**src/design/mtp_pkg.sv**
```systemverilog
// Shared types and constants for the MAC address text parser.
`timescale 1ns / 1ps
`default_nettype none
package mtp_pkg;

  localparam int unsigned AddrWidth = 64;
  localparam int unsigned CharWidth = 8;

  localparam logic [CharWidth-1:0] ColonChar = 8'h3a;
  // separator counter stops here, so an over-long text never matches
  localparam logic [3:0] OctetSat = 4'd9;
  // separators expected: octets minus one
  localparam logic [3:0] Eui48Seps = 4'd5;
  localparam logic [3:0] Eui64Seps = 4'd7;

  localparam logic [7:0] McastMask = 8'h01;
  localparam logic [7:0] LocalMask = 8'h02;

  typedef enum logic {
    ADDR_EUI48 = 1'b0,
    ADDR_EUI64 = 1'b1
  } addr_type_e;

  typedef struct packed {
    logic [1:0]           digit_count;
    logic [3:0]           sep_count;
    logic [AddrWidth-1:0] addr_shift;
    logic                 error_seen;
  } parse_state_t;

  typedef struct packed {
    logic                 addr_valid;
    logic [AddrWidth-1:0] address;
    logic                 is_multicast;
    logic                 is_local;
    logic                 is_broadcast;
  } result_t;

endpackage
`default_nettype wire

```
**src/design/mtp_if.sv**
```systemverilog
// Valid/ready channel interfaces for characters, results and configuration.
`timescale 1ns / 1ps
`default_nettype none
interface mtp_in_if;
  logic       valid;
  logic       ready;
  logic [7:0] char_code;
  logic       is_last;

  modport source (output valid, output char_code, output is_last, input ready);
  modport sink (input valid, input char_code, input is_last, output ready);
endinterface

interface mtp_out_if;
  logic        valid;
  logic        ready;
  logic        addr_valid;
  logic [63:0] address;
  logic        is_multicast;
  logic        is_local;
  logic        is_broadcast;

  modport source (output valid, output addr_valid, output address, output is_multicast,
                  output is_local, output is_broadcast, input ready);
  modport sink (input valid, input addr_valid, input address, input is_multicast,
                input is_local, input is_broadcast, output ready);
endinterface

interface mtp_cfg_if;
  logic valid;
  logic ready;
  logic address_type;

  modport source (output valid, output address_type, input ready);
  modport sink (input valid, input address_type, output ready);
endinterface
`default_nettype wire

```
**src/design/mtp_step.sv**
```systemverilog
// Per-character parse step: state update and result formation.
`timescale 1ns / 1ps
`default_nettype none
module mtp_step (
  input  mtp_pkg::parse_state_t state_i,
  input  logic [7:0]            char_code_i,
  input  logic                  is_last_i,
  input  logic                  address_type_i,
  output mtp_pkg::parse_state_t state_o,
  output mtp_pkg::result_t      result_o
);
  import mtp_pkg::*;

  logic         is_hex;
  logic [3:0]   nib;
  parse_state_t nxt;
  logic [3:0]   want_seps;
  logic         valid;
  logic [AddrWidth-1:0] addr;
  logic [7:0]   first;
  logic         all_ones;

  // hex digit decode, either case
  always_comb begin
    is_hex = 1'b1;
    nib    = 4'd0;
    priority if (char_code_i >= 8'h30 && char_code_i <= 8'h39) begin
      nib = char_code_i[3:0];
    end else if ((char_code_i >= 8'h61 && char_code_i <= 8'h66) ||
                 (char_code_i >= 8'h41 && char_code_i <= 8'h46)) begin
      nib = char_code_i[3:0] + 4'd9;
    end else begin
      is_hex = 1'b0;
    end
  end

  always_comb begin
    nxt = state_i;
    priority if (is_hex && state_i.digit_count < 2'd2) begin
      nxt.digit_count = state_i.digit_count + 2'd1;
      nxt.addr_shift  = {state_i.addr_shift[AddrWidth-5:0], nib};
    end else if (char_code_i == ColonChar && state_i.digit_count == 2'd2) begin
      nxt.digit_count = 2'd0;
      if (state_i.sep_count < OctetSat) begin
        nxt.sep_count = state_i.sep_count + 4'd1;
      end
    end else begin
      nxt.error_seen = 1'b1;
    end
  end

  always_comb begin
    want_seps = (addr_type_e'(address_type_i) == ADDR_EUI64) ? Eui64Seps : Eui48Seps;
    valid = !nxt.error_seen && nxt.digit_count == 2'd2 && nxt.sep_count == want_seps;
    if (addr_type_e'(address_type_i) == ADDR_EUI64) begin
      addr     = nxt.addr_shift;
      first    = nxt.addr_shift[63:56];
      all_ones = &nxt.addr_shift;
    end else begin
      addr     = {16'h0000, nxt.addr_shift[47:0]};
      first    = nxt.addr_shift[47:40];
      all_ones = &nxt.addr_shift[47:0];
    end
    result_o.addr_valid   = valid;
    result_o.address      = valid ? addr : '0;
    result_o.is_multicast = valid && ((first & McastMask) != 8'h00);
    result_o.is_local     = valid && ((first & LocalMask) != 8'h00);
    result_o.is_broadcast = valid && all_ones;
    // the last character closes the text and clears the parse
    state_o = is_last_i ? '0 : nxt;
  end

endmodule
`default_nettype wire

```
**src/design/mac_address_text_parser_unit.sv**
```systemverilog
// Top level of the MAC address text parser (EUI-48 / EUI-64).
// Path: an accepted character beat goes to the input register; a last beat waits
// there while the result slot is full, then its result is visible until taken.
// Throughput: one character per cycle otherwise; the parse state update in mtp_step
// is the single combinational stage between the input and result registers.
// Reset: rst_ni clears parse state, both valid flags and address_type (EUI-48).
`timescale 1ns / 1ps
`default_nettype none
module mac_address_text_parser_unit (
  input  logic            clk_i,
  input  logic            rst_ni,
  mtp_in_if.sink          in_i,
  mtp_out_if.source       out_o,
  mtp_cfg_if.sink         cfg_i
);
  import mtp_pkg::*;

  // input register: one character beat
  logic       s1_valid_q;
  logic [7:0] s1_char_q;
  logic       s1_last_q;
  logic       s1_go;

  // running parse state
  parse_state_t state_q, state_d;

  // result register
  logic    out_valid_q;
  result_t res_q, res_d;

  // configuration
  logic addr_type_q;

  // A non-last beat never needs the result slot; a last beat needs the slot
  // empty or being emptied this cycle.
  assign s1_go      = s1_valid_q && (!s1_last_q || !out_valid_q || out_o.ready);
  assign in_i.ready = !s1_valid_q || s1_go;
  assign cfg_i.ready = 1'b1;

  mtp_step u_step (
    .state_i        (state_q),
    .char_code_i    (s1_char_q),
    .is_last_i      (s1_last_q),
    .address_type_i (addr_type_q),
    .state_o        (state_d),
    .result_o       (res_d)
  );

  always_ff @(posedge clk_i or negedge rst_ni) begin
    if (!rst_ni) begin
      s1_valid_q <= 1'b0;
    end else if (in_i.valid && in_i.ready) begin
      s1_valid_q <= 1'b1;
    end else if (s1_go) begin
      s1_valid_q <= 1'b0;
    end
  end

  // character payload, no reset needed
  always_ff @(posedge clk_i) begin
    if (in_i.valid && in_i.ready) begin
      s1_char_q <= in_i.char_code;
      s1_last_q <= in_i.is_last;
    end
  end

  always_ff @(posedge clk_i or negedge rst_ni) begin
    if (!rst_ni) begin
      state_q <= '0;
    end else if (s1_go) begin
      state_q <= state_d;
    end
  end

  always_ff @(posedge clk_i or negedge rst_ni) begin
    if (!rst_ni) begin
      out_valid_q <= 1'b0;
    end else if (s1_go && s1_last_q) begin
      out_valid_q <= 1'b1;
    end else if (out_o.ready) begin
      out_valid_q <= 1'b0;
    end
  end

  always_ff @(posedge clk_i) begin
    if (s1_go && s1_last_q) begin
      res_q <= res_d;
    end
  end

  always_ff @(posedge clk_i or negedge rst_ni) begin
    if (!rst_ni) begin
      addr_type_q <= ADDR_EUI48;
    end else if (cfg_i.valid && cfg_i.ready) begin
      addr_type_q <= cfg_i.address_type;
    end
  end

  assign out_o.valid        = out_valid_q;
  assign out_o.addr_valid   = res_q.addr_valid;
  assign out_o.address      = res_q.address;
  assign out_o.is_multicast = res_q.is_multicast;
  assign out_o.is_local     = res_q.is_local;
  assign out_o.is_broadcast = res_q.is_broadcast;

endmodule
`default_nettype wire

```
**src/flat_wrapper.sv**
```systemverilog
// flat-port wrapper written by rule: the top's interface ports become plain ports
module mac_address_text_parser_unit_flat import mtp_pkg::*;
  (clk_i, rst_ni, in_i_valid, in_i_char_code, in_i_is_last, in_i_ready, out_o_valid, out_o_addr_valid, out_o_address, out_o_is_multicast, out_o_is_local, out_o_is_broadcast, out_o_ready, cfg_i_valid, cfg_i_address_type, cfg_i_ready);
  mtp_in_if in_i_i ();
  mtp_out_if out_o_i ();
  mtp_cfg_if cfg_i_i ();
  input  logic clk_i;
  input  logic rst_ni;
  input wire logic [$bits(in_i_i.valid)-1:0] in_i_valid;
  input wire logic [$bits(in_i_i.char_code)-1:0] in_i_char_code;
  input wire logic [$bits(in_i_i.is_last)-1:0] in_i_is_last;
  output wire logic [$bits(in_i_i.ready)-1:0] in_i_ready;
  output wire logic [$bits(out_o_i.valid)-1:0] out_o_valid;
  output wire logic [$bits(out_o_i.addr_valid)-1:0] out_o_addr_valid;
  output wire logic [$bits(out_o_i.address)-1:0] out_o_address;
  output wire logic [$bits(out_o_i.is_multicast)-1:0] out_o_is_multicast;
  output wire logic [$bits(out_o_i.is_local)-1:0] out_o_is_local;
  output wire logic [$bits(out_o_i.is_broadcast)-1:0] out_o_is_broadcast;
  input wire logic [$bits(out_o_i.ready)-1:0] out_o_ready;
  input wire logic [$bits(cfg_i_i.valid)-1:0] cfg_i_valid;
  input wire logic [$bits(cfg_i_i.address_type)-1:0] cfg_i_address_type;
  output wire logic [$bits(cfg_i_i.ready)-1:0] cfg_i_ready;
  assign in_i_i.valid = in_i_valid;
  assign in_i_i.char_code = in_i_char_code;
  assign in_i_i.is_last = in_i_is_last;
  assign in_i_ready = in_i_i.ready;
  assign out_o_valid = out_o_i.valid;
  assign out_o_addr_valid = out_o_i.addr_valid;
  assign out_o_address = out_o_i.address;
  assign out_o_is_multicast = out_o_i.is_multicast;
  assign out_o_is_local = out_o_i.is_local;
  assign out_o_is_broadcast = out_o_i.is_broadcast;
  assign out_o_i.ready = out_o_ready;
  assign cfg_i_i.valid = cfg_i_valid;
  assign cfg_i_i.address_type = cfg_i_address_type;
  assign cfg_i_ready = cfg_i_i.ready;
  mac_address_text_parser_unit u_core (.clk_i(clk_i), .rst_ni(rst_ni), .in_i(in_i_i), .out_o(out_o_i), .cfg_i(cfg_i_i));
endmodule
```
**config.mk**
```make
export PLATFORM = sky130hd
export DESIGN_NAME = mac_address_text_parser_unit_flat
export DESIGN_NICKNAME = d
export VERILOG_FILES = /design/src/design/mtp_pkg.sv /design/src/design/mtp_if.sv /design/src/design/mtp_step.sv /design/src/design/mac_address_text_parser_unit.sv /design/src/flat_wrapper.sv
export SDC_FILE = /design/constraint.sdc
export NUM_CORES = 1
export LEC_CHECK = 0
export ABC_AREA = 1
export BUFFER_PORTS_ARGS = -buffer_cell sky130_fd_sc_hd__buf_4
export CAP_MARGIN = 20
export CORE_MARGIN = 4
export CORE_UTILIZATION = 57
export CTS_BUF_LIST = sky130_fd_sc_hd__clkbuf_16
export CTS_CLUSTER_SIZE = 14
export DETAILED_ROUTE_END_ITERATION = 10
export PLACE_DENSITY_LB_ADDON = 0.05
export RECOVER_POWER = 25
export SYNTH_ARGS = -nofsm -noshare
export SYNTH_HDL_FRONTEND = slang
export SYNTH_HIERARCHICAL = 1
export SYNTH_SLANG_ARGS = --single-unit
```
**constraint.sdc**
```tcl
create_clock -name clk_i -period 7.6 [get_ports clk_i]
set_input_delay 0.76 -clock clk_i [delete_from_list [all_inputs] [get_ports clk_i]]
set_output_delay 0.76 -clock clk_i [all_outputs]
set_load 0.05 [all_outputs]
```
# After elaboration in Yosys (flattened, before gate mapping)
# Index checks and enable logic that the tools add are counted.
# word_totals
register_bits,151
out_inout_bits,71
# op_classes
addsub,3
mux,19
n_lt_le_gt_ge,8
n_eq_ne,4
reduce_logical,26
# op_table
cell,count
two-way mux 71 bit,1
two-way mux 64 bit,1
AND reduction 64 bit,1
AND reduction 48 bit,1
>= comparator 8 x 7 -> 1 bit (second input constant),2
<= comparator 8 x 7 -> 1 bit (second input constant),2
two-way mux 4 bit,4
logical AND 1 bit,13
two-way mux 1 bit,9
== test 8 x 6 -> 1 bit (second input constant),1
>= comparator 8 x 6 -> 1 bit (second input constant),1
<= comparator 8 x 6 -> 1 bit (second input constant),1
two-way mux 2 bit,3
two-way mux 6 bit,1
adder 4 x 1 -> 4 bit (second input constant),1
adder 4 bit (second input constant),1
== test 2 bit (second input constant),2
== test 4 x 3 -> 1 bit,1
logical NOT 1 bit,4
logical OR 1 bit,4
< comparator 4 bit (second input constant),1
nonzero test 2 bit,2
adder 2 x 1 -> 2 bit (second input constant),1
< comparator 2 bit (second input constant),1
AND reduction 2 bit,1

# Logic depth before layout (Yosys ltp)
# Gate-level depths: netlist (run 1).
# depth
word_depth,11
depth_mapped,18

# By module
# The synthesis (run 1) kept the hierarchy.
# by_module_without_submodules
mod,instances,seq_area_each_um2,cells_per_inst,area_each_um2
mac_address_text_parser_unit,1,4164.0,402,5288.8
mtp_step,1,0.0,586,2705.1

# Worst setup path before layout (run 1)
# No wires, ideal clock.
# synth_timing
path_kind,in2reg
from,in out_o_ready
to,reg u_core.res_q (netlist bit u_core/out_o.addr_valid) (enable)
cell_stages,4
t_arrival_ns,2.307
t_required_ns,7.178
setup_slack_ns,4.871
path_cell_list,inv_1 > nand2_1 > nand3_1 > inv_1
# synth_between
elab_chain_len,3
# synth_lines
element,line,text
"start, declared",flat_wrapper.sv:19,input wire logic [$bits(out_o_i.ready)-1:0] out_o_ready;
logical OR 1 bit,mac_address_text_parser_unit.sv:36,assign s1_go = s1_valid_q && (!s1_last_q || !out_valid_q || out_o.ready);
logical AND 1 bit,mac_address_text_parser_unit.sv:36,
logical AND 1 bit,mac_address_text_parser_unit.sv:86,if (s1_go && s1_last_q) begin
"end signal, assigned",mac_address_text_parser_unit.sv:87,res_q <= res_d;
"end, declared",mac_address_text_parser_unit.sv:29,"result_t res_q, res_d;"
# No other way between the ends.
# A chain may end at the register's enable or synchronous reset.

# Final worst setup path (run 1)
# layout_timing
from,reg u_core.s1_valid_q
to,out in_i_ready
# layout_between
elab_chain_len,2
elab_cells_between_ends,3
# layout_lines
element,line,text
"start, declared",mac_address_text_parser_unit.sv:19,logic s1_valid_q;
"start signal, assigned",mac_address_text_parser_unit.sv:51,s1_valid_q <= 1'b0;
"start signal, assigned",mac_address_text_parser_unit.sv:53,s1_valid_q <= 1'b1;
"start signal, assigned",mac_address_text_parser_unit.sv:55,s1_valid_q <= 1'b0;
logical NOT 1 bit / logical AND 1 bit (equally long branches),"mac_address_text_parser_unit.sv:37, mac_address_text_parser_unit.sv:36",
logical OR 1 bit (*),mac_address_text_parser_unit.sv:37,assign in_i.ready = !s1_valid_q || s1_go;
"end, declared",flat_wrapper.sv:12,output wire logic [$bits(in_i_i.ready)-1:0] in_i_ready;
# Mark *: on every way between the ends. The rest lies on a longest branch, timed or not.

==> run_results.csv, run 1 <==
group,metric,value,unit
outcome,status,"finished with violations",
outcome,violations,"max-capacitance violations, max-slew violations",
grt,overflow,0,
clocking,insertion_delay,0.42,ns
clocking,cts_tree,"done",
sta,hold_violations,0,
clocking,root_buffer,"clkbuf_16",
clocking,cts_hold_buffers,0,
route,dr.pass1.iters,7,
power_and_ir_drop,power_leakage,4.15,nW
floorplan,die_h,126,um
logic_synthesis,yosys.area_share.simple,35.0,%
critical_path,crit_path_max_incr_delay,2.59,ns
logic_synthesis,avgSynthCellArea,8.09,sq um
power_and_ir_drop,ir_drop,0.000133,V
critical_path,worstPathRequired,6.84,ns
floorplan,die_w,126,um
grt,gr-usage-all-layers,22.4,%
logic_synthesis,synth_compound_area_share,1.97,%
logic_synthesis,syn-instance-count,988,
place,io_buffer_count,84,
clocking,cts_htree_levels,4,
logic_synthesis,ys_seq_area_share,52.1,%
grt,grt_pass1_wl,29300,um
route,wl,17400,um
power_and_ir_drop,cellPowerDensity,219,nW/um^2
floorplan,core_area,13800,sq um
power_and_ir_drop,power_frac_seq,46.0,%
floorplan,die_area,16000,sq um
sta,final_max_slew_viol_count,150,
logic_synthesis,syn-cell-area,7990,sq um
logic_synthesis,synthAdderAreaFrac,1.10,%
logic_synthesis,yosys-mux-area-fraction,0,%
logic_synthesis,synth_area_leader_cell,"edfxtp_1",
power_and_ir_drop,internal_power,1.46,mW
place,place_area,8530,sq um
route,vias,6439,
clocking,cts-buffers-inserted,17,
clocking,cts_setup_buffers,0,
finish,fill_cells,1220,
min_path,hold_path_class,"reg -> reg",
clocking,clockBufferDepth,2,
place,gp_congestion,0.841,
critical_path,slowest_stage,"clkbuf_1",
sta,rsz0062_at_grt,"no",
logic_synthesis,synth_top_family_by_area,"simple AND/OR/NAND/NOR gates",
logic_synthesis,synth_top_area_share,28.9,%
route,vias_per_cell,5.22,
floorplan,initial_core_util,57.8,%
power_and_ir_drop,p_clk_share,42.3,%
logic_synthesis,synthTopCellsByArea,"edfxtp_1 29%, dfrtp_1 23%, nand2_1 15%, nand3_1 7.9%, nor2_1 6.9%",
route,wl_per_cell,14.1,um
floorplan,io_pins,86,
grt,grt_pass1_vias,6173,
critical_path,critical_path_class,"reg -> out",
critical_path,end_kind,"output pin",
route,drc_errors,0,
finish,stdcell_area,9080,sq um
sta,fin_worst_skew,0.00698,ns
critical_path,cp_max_fo,74,
job,maxCapViolCount,2,
clocking,postCtsResizedCells,0,
sta,finalCritPeriodShare,65.7,%
finish,drive_above_1_share,14.1,%
grt,grt_max_degree,75,
finish,finalNonFillerCells,1234,
sta,slew_headroom,-178,%
critical_path,cpLargestDelayFamily,"buffers and inverters",
logic_synthesis,ys_types,31,
clocking,cts_sinks,151,
finish,fin_nets,1063,
critical_path,worstPathArrival,4.23,ns
clocking,clk_pin_slew,0.06,ns
power_and_ir_drop,power_frac_comb,11.7,%
critical_path,cp_cell_sequence,"clkbuf_1, nand4_1, buf_4",
floorplan,row_count,43,
finish,num_antenna_cells,0,
place,dpl.cell_count,1202,
power_and_ir_drop,p_sw_share,26.5,%
logic_synthesis,synth_xor_area_share,0.219,%
critical_path,crit_buf_inv,2,
sta,setup_viol,0,
sta,max_slew.worst_pin.slew,4.17,ns
logic_synthesis,ys_warn_count,6,
power_and_ir_drop,netSwitchingPower,0.526,mW
finish,syn2layout_area_growth,13.6,%
grt,antenna_found_initial,0,
route,drtIter0Drc,597,
route,antenna_left,0,
critical_path,critPathLaunchType,"register",
logic_synthesis,ys_seq_elements,151,
place,hpwl,10200,um
sta,fin_crit,4.99,ns
sta,setup_tns,0,ns
logic_synthesis,syn_nets,1010,
sta,timing.fmax,200,MHz
-- synth_stat cells --
master	n
nand4_1	3
buf_6	11
inv_2	3
a21oi_1	4
nand2_1	324
o21ai_0	20
dfrtp_1	74
nor2_1	146
clkbuf_1	9
ha_1	7
conb_1	1
buf_12	2
a21oi_4	1
nand2_2	6
edfxtp_1	77
nand3_1	126
nor3_1	2
a22oi_1	1
o21ai_2	1
buf_2	28
nand2_4	2
o21ai_1	1
nor2_4	21
clkinv_1	1
buf_1	4
xor2_1	2
nand3_2	2
nand3b_1	5
inv_1	100
nor2_8	1
buf_4	3
-- path summary, 6_finish.rpt --
check | startpoint | endpoint | slack [ns] | cells past startpoint
setup / recovery | u_core/s1_valid_q$_DFFE_PN0P_ | in_i_ready | 2.61 | 3
hold / removal | u_core/state_q[4]$_DFFE_PN0P_ | u_core/state_q[4]$_DFFE_PN0P_ | 0.47 | 2
setup reg to reg | u_core/s1_valid_q$_DFFE_PN0P_ | u_core/out_o.address[2]$_DFFE_PP_ | 2.63 | 4
hold reg to reg | u_core/state_q[4]$_DFFE_PN0P_ | u_core/state_q[4]$_DFFE_PN0P_ | 0.47 | 2
max in group asynchronous | rst_ni | u_core/s1_valid_q$_DFFE_PN0P_ | 3.19 | 1
min in group asynchronous | rst_ni | u_core/state_q[67]$_DFFE_PN0P_ | 1.78 | 1
-- placed cells by master (no fill, tap or decap), types with 4 or more instances in the layout --
master / synthesis / routed
nand2_2: 6 / 6
nor2_4: 21 / 21
a21oi_1: 4 / 4
ha_1: 7 / 7
o21ai_0: 20 / 20
clkbuf_4: 0 / 9
nand3_1: 126 / 126
clkinvlp_4: 0 / 4
nand2_1: 324 / 324
dfrtp_1: 74 / 73
inv_1: 100 / 101
clkbuf_1: 9 / 9
buf_4: 3 / 73
nor2_1: 146 / 146
clkbuf_16: 0 / 17
inv_2: 3 / 4
edfxtp_1: 77 / 77
nand3b_1: 5 / 5
-- routing by layer --
metal / up-vias / share of wire [%] / global-route usage (%)
met4: 0 / 1.5 / 8.45
met5: - / 0 / 0
met1: 2999 / 46 / 31.0
met3: 20 / 6.5 / 4.34
met2: 231 / 46 / 35.4
li1: 3189 / - / -
-- cells by family (layout without fill, tap and decap cells) --
| logic type | count (synthesis) | count (layout) |
|---|---|---|
| DFF | 151 | 151 |
| other | 1 | 1 |
| buffers and inverters | 161 | 227 |
| xor gates and xnor gates | 2 | 2 |
| adders and majority gates | 7 | 7 |
| AOI/OAI and AO/OA | 28 | 28 |
| and+or+nand+nor | 638 | 638 |
-- worst register-to-register path: stages (launching register included) --
cell and delay (ns):
dfrtp_2 0.34, clkbuf_1 2.59, nand3_1 0.41, inv_2 0.72, buf_4 0.55
-- final cells by class --
| type | instances | area [sq um] | area share, % |
|---|---|---|---|
| flip-flops and latches | 151 | 4170 | 45.9 |
| multi-input cells | 676 | 3060 | 33.7 |
| clock inverters | 15 | 163 | 1.79 |
| well taps | 180 | 225 | 2.48 |
| repair buffers | 91 | 649 | 7.15 |
| inverters | 104 | 390 | 4.30 |
| clock buffers | 17 | 425 | 4.68 |
-- power groups by stage --
| stage | Combinational, mW | Sequential (mW) | Clock, mW |
|---|---|---|---|
| after floorplan | 0.110 | 0.992 | 0 |
| after global placement | 0.233 | 0.928 | 0 |
| after detailed placement | 0.234 | 0.929 | 0 |
| after CTS | 0.235 | 0.913 | 0.857 |
| after global routing | 0.252 | 0.917 | 0.888 |
| final | 0.232 | 0.913 | 0.840 |
-- stage by stage --
stage | setup slack, ns | hold slack (ns) | utilization, % | total power, mW
6_report | 2.61 | 0.472 | 65.7 | 1.98
5_1_grt | 2.10 | 0.496 | 65.7 | 2.06
4_1_cts | 2.87 | 0.474 | 65.9 | 2.01
3_5_place_dp | 2.90 | 0.459 | 61.7 | 1.16
3_3_place_gp | 3.01 | 0.454 | 61.7 | 1.16
2_1_floorplan | 4.87 | 0.442 | - | 1.10
-- state kept, by name (all words and copies together), names as in the netlist --
signal and count:
u_core/out_o.is_local 1, u_core/state_q 71, u_core/s1_last_q 1, u_core/out_o.addr_valid 1, u_core/out_o.is_multicast 1, u_core/out_o.is_broadcast 1
u_core/s1_char_q 8, u_core/out_o.address 64, u_core/out_o.valid 1, u_core/s1_valid_q 1, u_core/addr_type_q 1
No activity file was read; power rests on OpenSTA's default activity.
==> run 2, diff against run 1 <==
--- a/config.mk
+++ b/config.mk
@@ -9,7 +9,7 @@
 export BUFFER_PORTS_ARGS = -buffer_cell sky130_fd_sc_hd__buf_4
 export CAP_MARGIN = 20
 export CORE_MARGIN = 4
-export CORE_UTILIZATION = 57
+export CORE_UTILIZATION = 54
 export CTS_BUF_LIST = sky130_fd_sc_hd__clkbuf_16
 export CTS_CLUSTER_SIZE = 14
 export DETAILED_ROUTE_END_ITERATION = 10
==> constraint.sdc (replaced) <==
create_clock -name clk_i -period 4 [get_ports clk_i]
set_input_delay 0.4 -clock clk_i [delete_from_list [all_inputs] [get_ports clk_i]]
set_output_delay 0.4 -clock clk_i [all_outputs]
set_load 0.05 [all_outputs]
==> run 2 against run 1 <==
Net effect: the flow still finishes with violations (max-capacitance violations, max-slew violations); sequential share of layout area down 0.15 points; power rose by 89%; clock power is 87% higher; critical endpoint is now u_core/out_o.address[44]$_DFFE_PP_; routed wire length increased by 2.2%; sequential cell count unchanged; non-clock buffer count up 2; largest power group unchanged; via count grew 0.68%; register-to-register slack lost 1.5 ns; highest routed layer unchanged; cell area is 0.33% higher.
==> run_results.csv, run 2 (same netlist as run 1, synthesis figures left out) <==
group,metric,value,unit
grt,overflow,0,
grt,grt_pass1_wl,29800,um
sta,slew_headroom,-29.3,%
route,wl_per_cell,14.4,um
floorplan,row_count,44,
critical_path,worstPathRequired,4.28,ns
sta,rsz0062_at_grt,"no",
job,maxCapViolCount,1,
finish,largest_reg_flops,71,
place,io_buffer_count,84,
clocking,cts_setup_buffers,0,
floorplan,core_area,14500,sq um
finish,fin_nets,1065,
route,vias_per_cell,5.23,
floorplan,initial_core_util,55.0,%
critical_path,critical_path_class,"reg -> reg",
sta,max_slew.worst_pin.slew,1.94,ns
clocking,cts_htree_levels,4,
critical_path,crit_path_max_incr_delay,0.45,ns
outcome,violations,"max-capacitance violations, max-slew violations",
place,place_ws,1.11,ns
critical_path,reg2reg_slack,1.12,ns
grt,antenna_found_initial,0,
place,hpwl,10500,um
route,wl,17800,um
floorplan,die_w,130,um
sta,finalCritPeriodShare,72.0,%
clocking,insertion_delay,0.42,ns
min_path,hold_path_class,"in -> reg",
clocking,cts_hold_buffers,0,
clocking,cts_sinks,151,
sta,setup_tns,0,ns
critical_path,worstPathArrival,3.16,ns
sta,setup_viol,0,
floorplan,io_pins,86,
floorplan,die_area,16800,sq um
route,antenna_left,0,
finish,syn2layout_area_growth,14.0,%
clocking,root_buffer,"clkbuf_16",
sta,timing.fmax,347,MHz
power_and_ir_drop,ir_drop,0.000260,V
clocking,clk_pin_slew,0.06,ns
grt,grt_pass1_vias,6176,
finish,drive_above_1_share,14.0,%
sta,hold_violations,0,
outcome,status,"finished with violations",
sta,worst_slack,1.12,ns
sta,fin_worst_skew,0.00836,ns
critical_path,cp_common_cell,"nand2_2",
critical_path,critPathLaunchType,"register",
grt,gr-usage-all-layers,22.2,%
power_and_ir_drop,cellPowerDensity,411,nW/um^2
critical_path,cp_cell_sequence,"inv_1, ha_1, o21ai_2, nand2_2, nand2_4, nand2_2, buf_4, nand4_1, nor2_1, nand2_2, nor2_8, inv_2, buf_12, nor2_4",
clocking,clockBufferDepth,2,
finish,top_register,"u_core/state_q",
floorplan,die_h,130,um
finish,fill_cells,1299,
route,drtIter0Drc,603,
sta,final_max_slew_viol_count,75,
clocking,cts_tree,"done",
route,drc_errors,0,
sta,fin_crit,2.88,ns
clocking,postCtsResizedCells,0,
clocking,cts-buffers-inserted,17,
route,vias,6483,
finish,layout.cells.most_common,"nand2_1",
finish,final_cell_mix,"324 x nand2_1, 146 x nor2_1, 126 x nand3_1",
critical_path,end_kind,"register",
place,gp_congestion,0.844,
grt,grt_max_degree,75,
finish,num_antenna_cells,0,
route,dr.pass1.iters,5,
critical_path,cp_max_fo,46,
critical_path,slowest_stage,"edfxtp_1",
power_and_ir_drop,power_leakage,4.18,nW
==> run 2: changes by cell type in the layout (fill, tap and decap cells not counted) <==
cell	change
clkinvlp_4	-3
buf_12	+2
clkinv_1	+2
inv_1	+2
clkbuf_1	-1
clkbuf_2	+1
inv_6	-1
==> run 2: final timing paths <==
kind	start	cells after the start	end
worst min register to register	u_core/state_q[64]$_DFFE_PN0P_	2	u_core/state_q[64]$_DFFE_PN0P_
worst min-delay path	in_i_char_code[5]	1	u_core/s1_char_q[5]$_DFFE_PP_
worst max-delay path	u_core/s1_char_q[0]$_DFFE_PP_	14	u_core/out_o.address[44]$_DFFE_PP_
worst max register to register	u_core/s1_char_q[0]$_DFFE_PP_	14	u_core/out_o.address[44]$_DFFE_PP_
max in group asynchronous	rst_ni	1	u_core/s1_valid_q$_DFFE_PN0P_
min in group asynchronous	rst_ni	1	u_core/s1_valid_q$_DFFE_PN0P_
==> run 2: report_power, final <==
part / total [mW] / internal [mW] / switching [mW] / leakage (nW)
Sequential: 1.74 / 1.70 / 0.0325 / 1.75
Combinational: 0.444 / 0.102 / 0.342 / 2.14
Clock: 1.57 / 0.960 / 0.606 / 0.292
==> run 2: metal layers <==
layer	track usage, %	share of wire [%]
met5	0	0
met3	4.78	6.0
met2	35.3	46
met4	5.50	0.94
met1	31.2	47
==> run 2: critical path: cells and delay by family (launching register included) <==
kind | cells | cell delay, ns
compound gates | 1 | 0.07
fa+ha+maj | 1 | 0.19
buf+inv | 4 | 1.10
flops | 1 | 0.45
simple gates | 8 | 0.91
==> run 2: cell type report <==
class                           instances  area (sq um)  share of cell area (%)
Multi-Input combinational cell        676          3060                    33.6
Clock buffer                           17           425                    4.67
Clock inverter                         15           146                    1.61
Tap cell                              184           230                    2.53
Sequential cell                       151          4170                    45.7
Inverter                              104           390                    4.28
Timing Repair Buffer                   93           691                    7.58
==> run 2: metrics by stage <==
stage                     hold WS (ns)  util (%)  cells  total power, mW  instance area, sq um
after global placement           0.453      59.0   1208             2.21                  8570
after detailed placement         0.459      59.0   1208             2.22                  8570
after CTS                        0.138      62.9   1240             3.78                  9150
after floorplan                  0.104         -    988             2.09                  7990
after global routing             0.157      62.7   1240             3.89                  9110
final                            0.170      62.7   1240             3.74                  9110
==> run 3, diff against run 2 <==
--- a/config.mk
+++ b/config.mk
@@ -5,7 +5,7 @@
 export SDC_FILE = /design/constraint.sdc
 export NUM_CORES = 1
 export LEC_CHECK = 0
-export ABC_AREA = 1
+export ABC_AREA = 0
 export BUFFER_PORTS_ARGS = -buffer_cell sky130_fd_sc_hd__buf_4
 export CAP_MARGIN = 20
 export CORE_MARGIN = 4
==> constraint.sdc (replaced) <==
create_clock -name clk_i -period 2.5 [get_ports clk_i]
set_input_delay 0.25 -clock clk_i [delete_from_list [all_inputs] [get_ports clk_i]]
set_output_delay 0.25 -clock clk_i [all_outputs]
set_load 0.05 [all_outputs]
==> run 3 against run 2 <==
Net effect: setup slack worse by 1.0 ns; register-to-register slack worse by 1.0 ns; clock power is 73% higher; synthesized cell count is 14% lower; via count is 3.6% higher; sequential cell count is 4 lower; hold slack worse by 0.13 ns; count of clock-buffer cells in the layout stayed put; die area is 6.5% higher; the flow now finishes without violations; utilization is 2.4 points higher; critical endpoint is now u_core/out_o.is_broadcast$_DFFE_PP_.
==> run_results.csv, run 3 <==
group,metric,value,unit
clocking,root_buffer,"clkbuf_16",
finish,syn2layout_area_growth,17.1,%
power_and_ir_drop,ir_drop,0.000484,V
finish,final_cell_mix,"182 x nand2_1, 92 x buf_4, 77 x edfxtp_1",
route,wl_per_cell,17.9,um
critical_path,critPathLaunchType,"register",
clocking,cts_sinks,147,
place,place_area,9230,sq um
floorplan,io_pins,86,
power_and_ir_drop,power_leakage,4.00,nW
finish,layout.cells.most_common,"nand2_1",
critical_path,crit_path_max_incr_delay,0.54,ns
floorplan,core_area,15400,sq um
power_and_ir_drop,cellPowerDensity,612,nW/um^2
grt,grt_pass1_vias,6653,
outcome,status,"completed",
sta,timing.fmax,414,MHz
place,io_buffer_count,84,
sta,max_slew.worst_pin.slew,1.22,ns
clocking,cts_tree,"done",
logic_synthesis,avgSynthCellArea,10.1,sq um
finish,fin_util,65.1,%
clocking,clockBufferDepth,2,
route,antenna_left,0,
sta,worst_slack,0.0868,ns
critical_path,slowest_stage,"or4b_4",
sta,rsz0062_at_grt,"no",
critical_path,cp_max_fo,5,
finish,stdcell_area,10000,sq um
grt,grt_pass1_wl,34000,um
logic_synthesis,syn-instance-count,850,
sta,whs,0.0402,ns
critical_path,end_kind,"register",
place,place_ws,-0.0418,ns
critical_path,worstPathArrival,2.64,ns
sta,setup_viol,0,
floorplan,initial_core_util,55.6,%
grt,grt_max_degree,101,
route,drc_errors,0,
clocking,clk_pin_slew,0.06,ns
sta,slew_headroom,18.7,%
grt,gr-usage-all-layers,23.2,%
sta,fin_crit,2.41,ns
sta,final_max_slew_viol_count,0,
sta,setup_tns,0,ns
place,gp_congestion,0.834,
finish,drive_above_1_share,23.6,%
sta,hold_violations,0,
critical_path,critical_path_class,"reg -> reg",
finish,top_register,"u_core/state_q",
clocking,cts-buffers-inserted,17,
place,hpwl,12000,um
logic_synthesis,syn-cell-area,8550,sq um
finish,num_antenna_cells,0,
grt,antenna_found_initial,0,
clocking,insertion_delay,0.42,ns
critical_path,crit_buf_inv,2,
floorplan,die_h,134,um
route,vias,6718,
route,wl,20400,um
logic_synthesis,ys_warn_count,6,
critical_path,cpLargestDelayFamily,"compound AO/OA/AOI/OAI gates",
finish,fill_cells,1257,
critical_path,cp_cell_sequence,"inv_2, ha_2, o21bai_1, a21o_4, buf_4, mux2i_2, or4b_4, a2111oi_4",
critical_path,rr_worst_depth,8,
critical_path,critical_path_depth,8,
sta,fin_worst_skew,0.00863,ns
floorplan,die_w,134,um
logic_synthesis,syn_nets,872,
finish,fin_nets,937,
grt,overflow,0,
clocking,cts_htree_levels,4,
route,dr.pass1.iters,7,
min_path,hold_path_class,"in -> reg",
min_path,hold_depth,2,
sta,finalCritPeriodShare,96.5,%
finish,largest_reg_flops,67,
floorplan,row_count,45,
floorplan,die_area,17900,sq um
critical_path,worstPathRequired,2.73,ns
route,vias_per_cell,5.90,
job,maxCapViolCount,0,
route,drtIter0Drc,784,
## run 3: metrics by stage
| step | power (mW) | std cells |
|---|---|---|
| 4_1_cts | 6.14 | 1133 |
| 2_1_floorplan | 3.22 | 850 |
| 3_3_place_gp | 3.41 | 1091 |
| 5_1_grt | 6.31 | 1139 |
| 3_5_place_dp | 3.42 | 1091 |
| 6_report | 6.12 | 1139 |
## run 3: path summary, 6_finish.rpt
kind	end	slack, ns	from
hold / removal	u_core/s1_valid_q$_DFFE_PN0P_	0.04	in_i_valid
min in group asynchronous	u_core/state_q[59]$_DFFE_PN0P_	0.61	rst_ni
setup reg to reg	u_core/out_o.is_broadcast$_DFFE_PP_	0.09	u_core/s1_char_q[0]$_DFFE_PP_
setup / recovery	u_core/out_o.is_broadcast$_DFFE_PP_	0.09	u_core/s1_char_q[0]$_DFFE_PP_
max in group asynchronous	u_core/state_q[57]$_DFFE_PN0P_	0.56	rst_ni
hold reg to reg	u_core/state_q[69]$_DFFE_PN0P_	0.57	u_core/state_q[69]$_DFFE_PN0P_
## run 3: where the power goes
part / switching [mW] / internal (mW) / total [mW]
combinational: 0.504 / 0.212 / 0.716
clock: 0.976 / 1.75 / 2.72
sequential: 0.0550 / 2.63 / 2.68
## run 3: layout make-up
cell class / count / area, sq um / share of cell area (%)
Sequential cell: 147 / 4070 / 40.6
Multi-Input combinational cell: 611 / 4010 / 40.1
Timing Repair Buffer: 128 / 1000 / 10.0
Clock buffer: 17 / 425 / 4.25
Tap cell: 211 / 264 / 2.64
Clock inverter: 15 / 196 / 1.96
Inverter: 10 / 40.0 / 0.400
## run 3: metal layers
layer / up-vias / track usage, % / part of all wire, %
met5: - / 0 / 0
met4: 0 / 7.83 / 2.1
met3: 37 / 4.13 / 5.0
met2: 219 / 38.2 / 49
met1: 3297 / 31.2 / 44
li1: 3165 / - / -
## run 3: repair_timing
item                                    CTS  global route
hold buffers                             10             0
buffers inserted                          0             4
endpoints found under the setup margin   58            66
pin swaps                                 0             1
gates cloned                              0             2
resized for setup                         1             7
hold endpoints to repair                 52             0
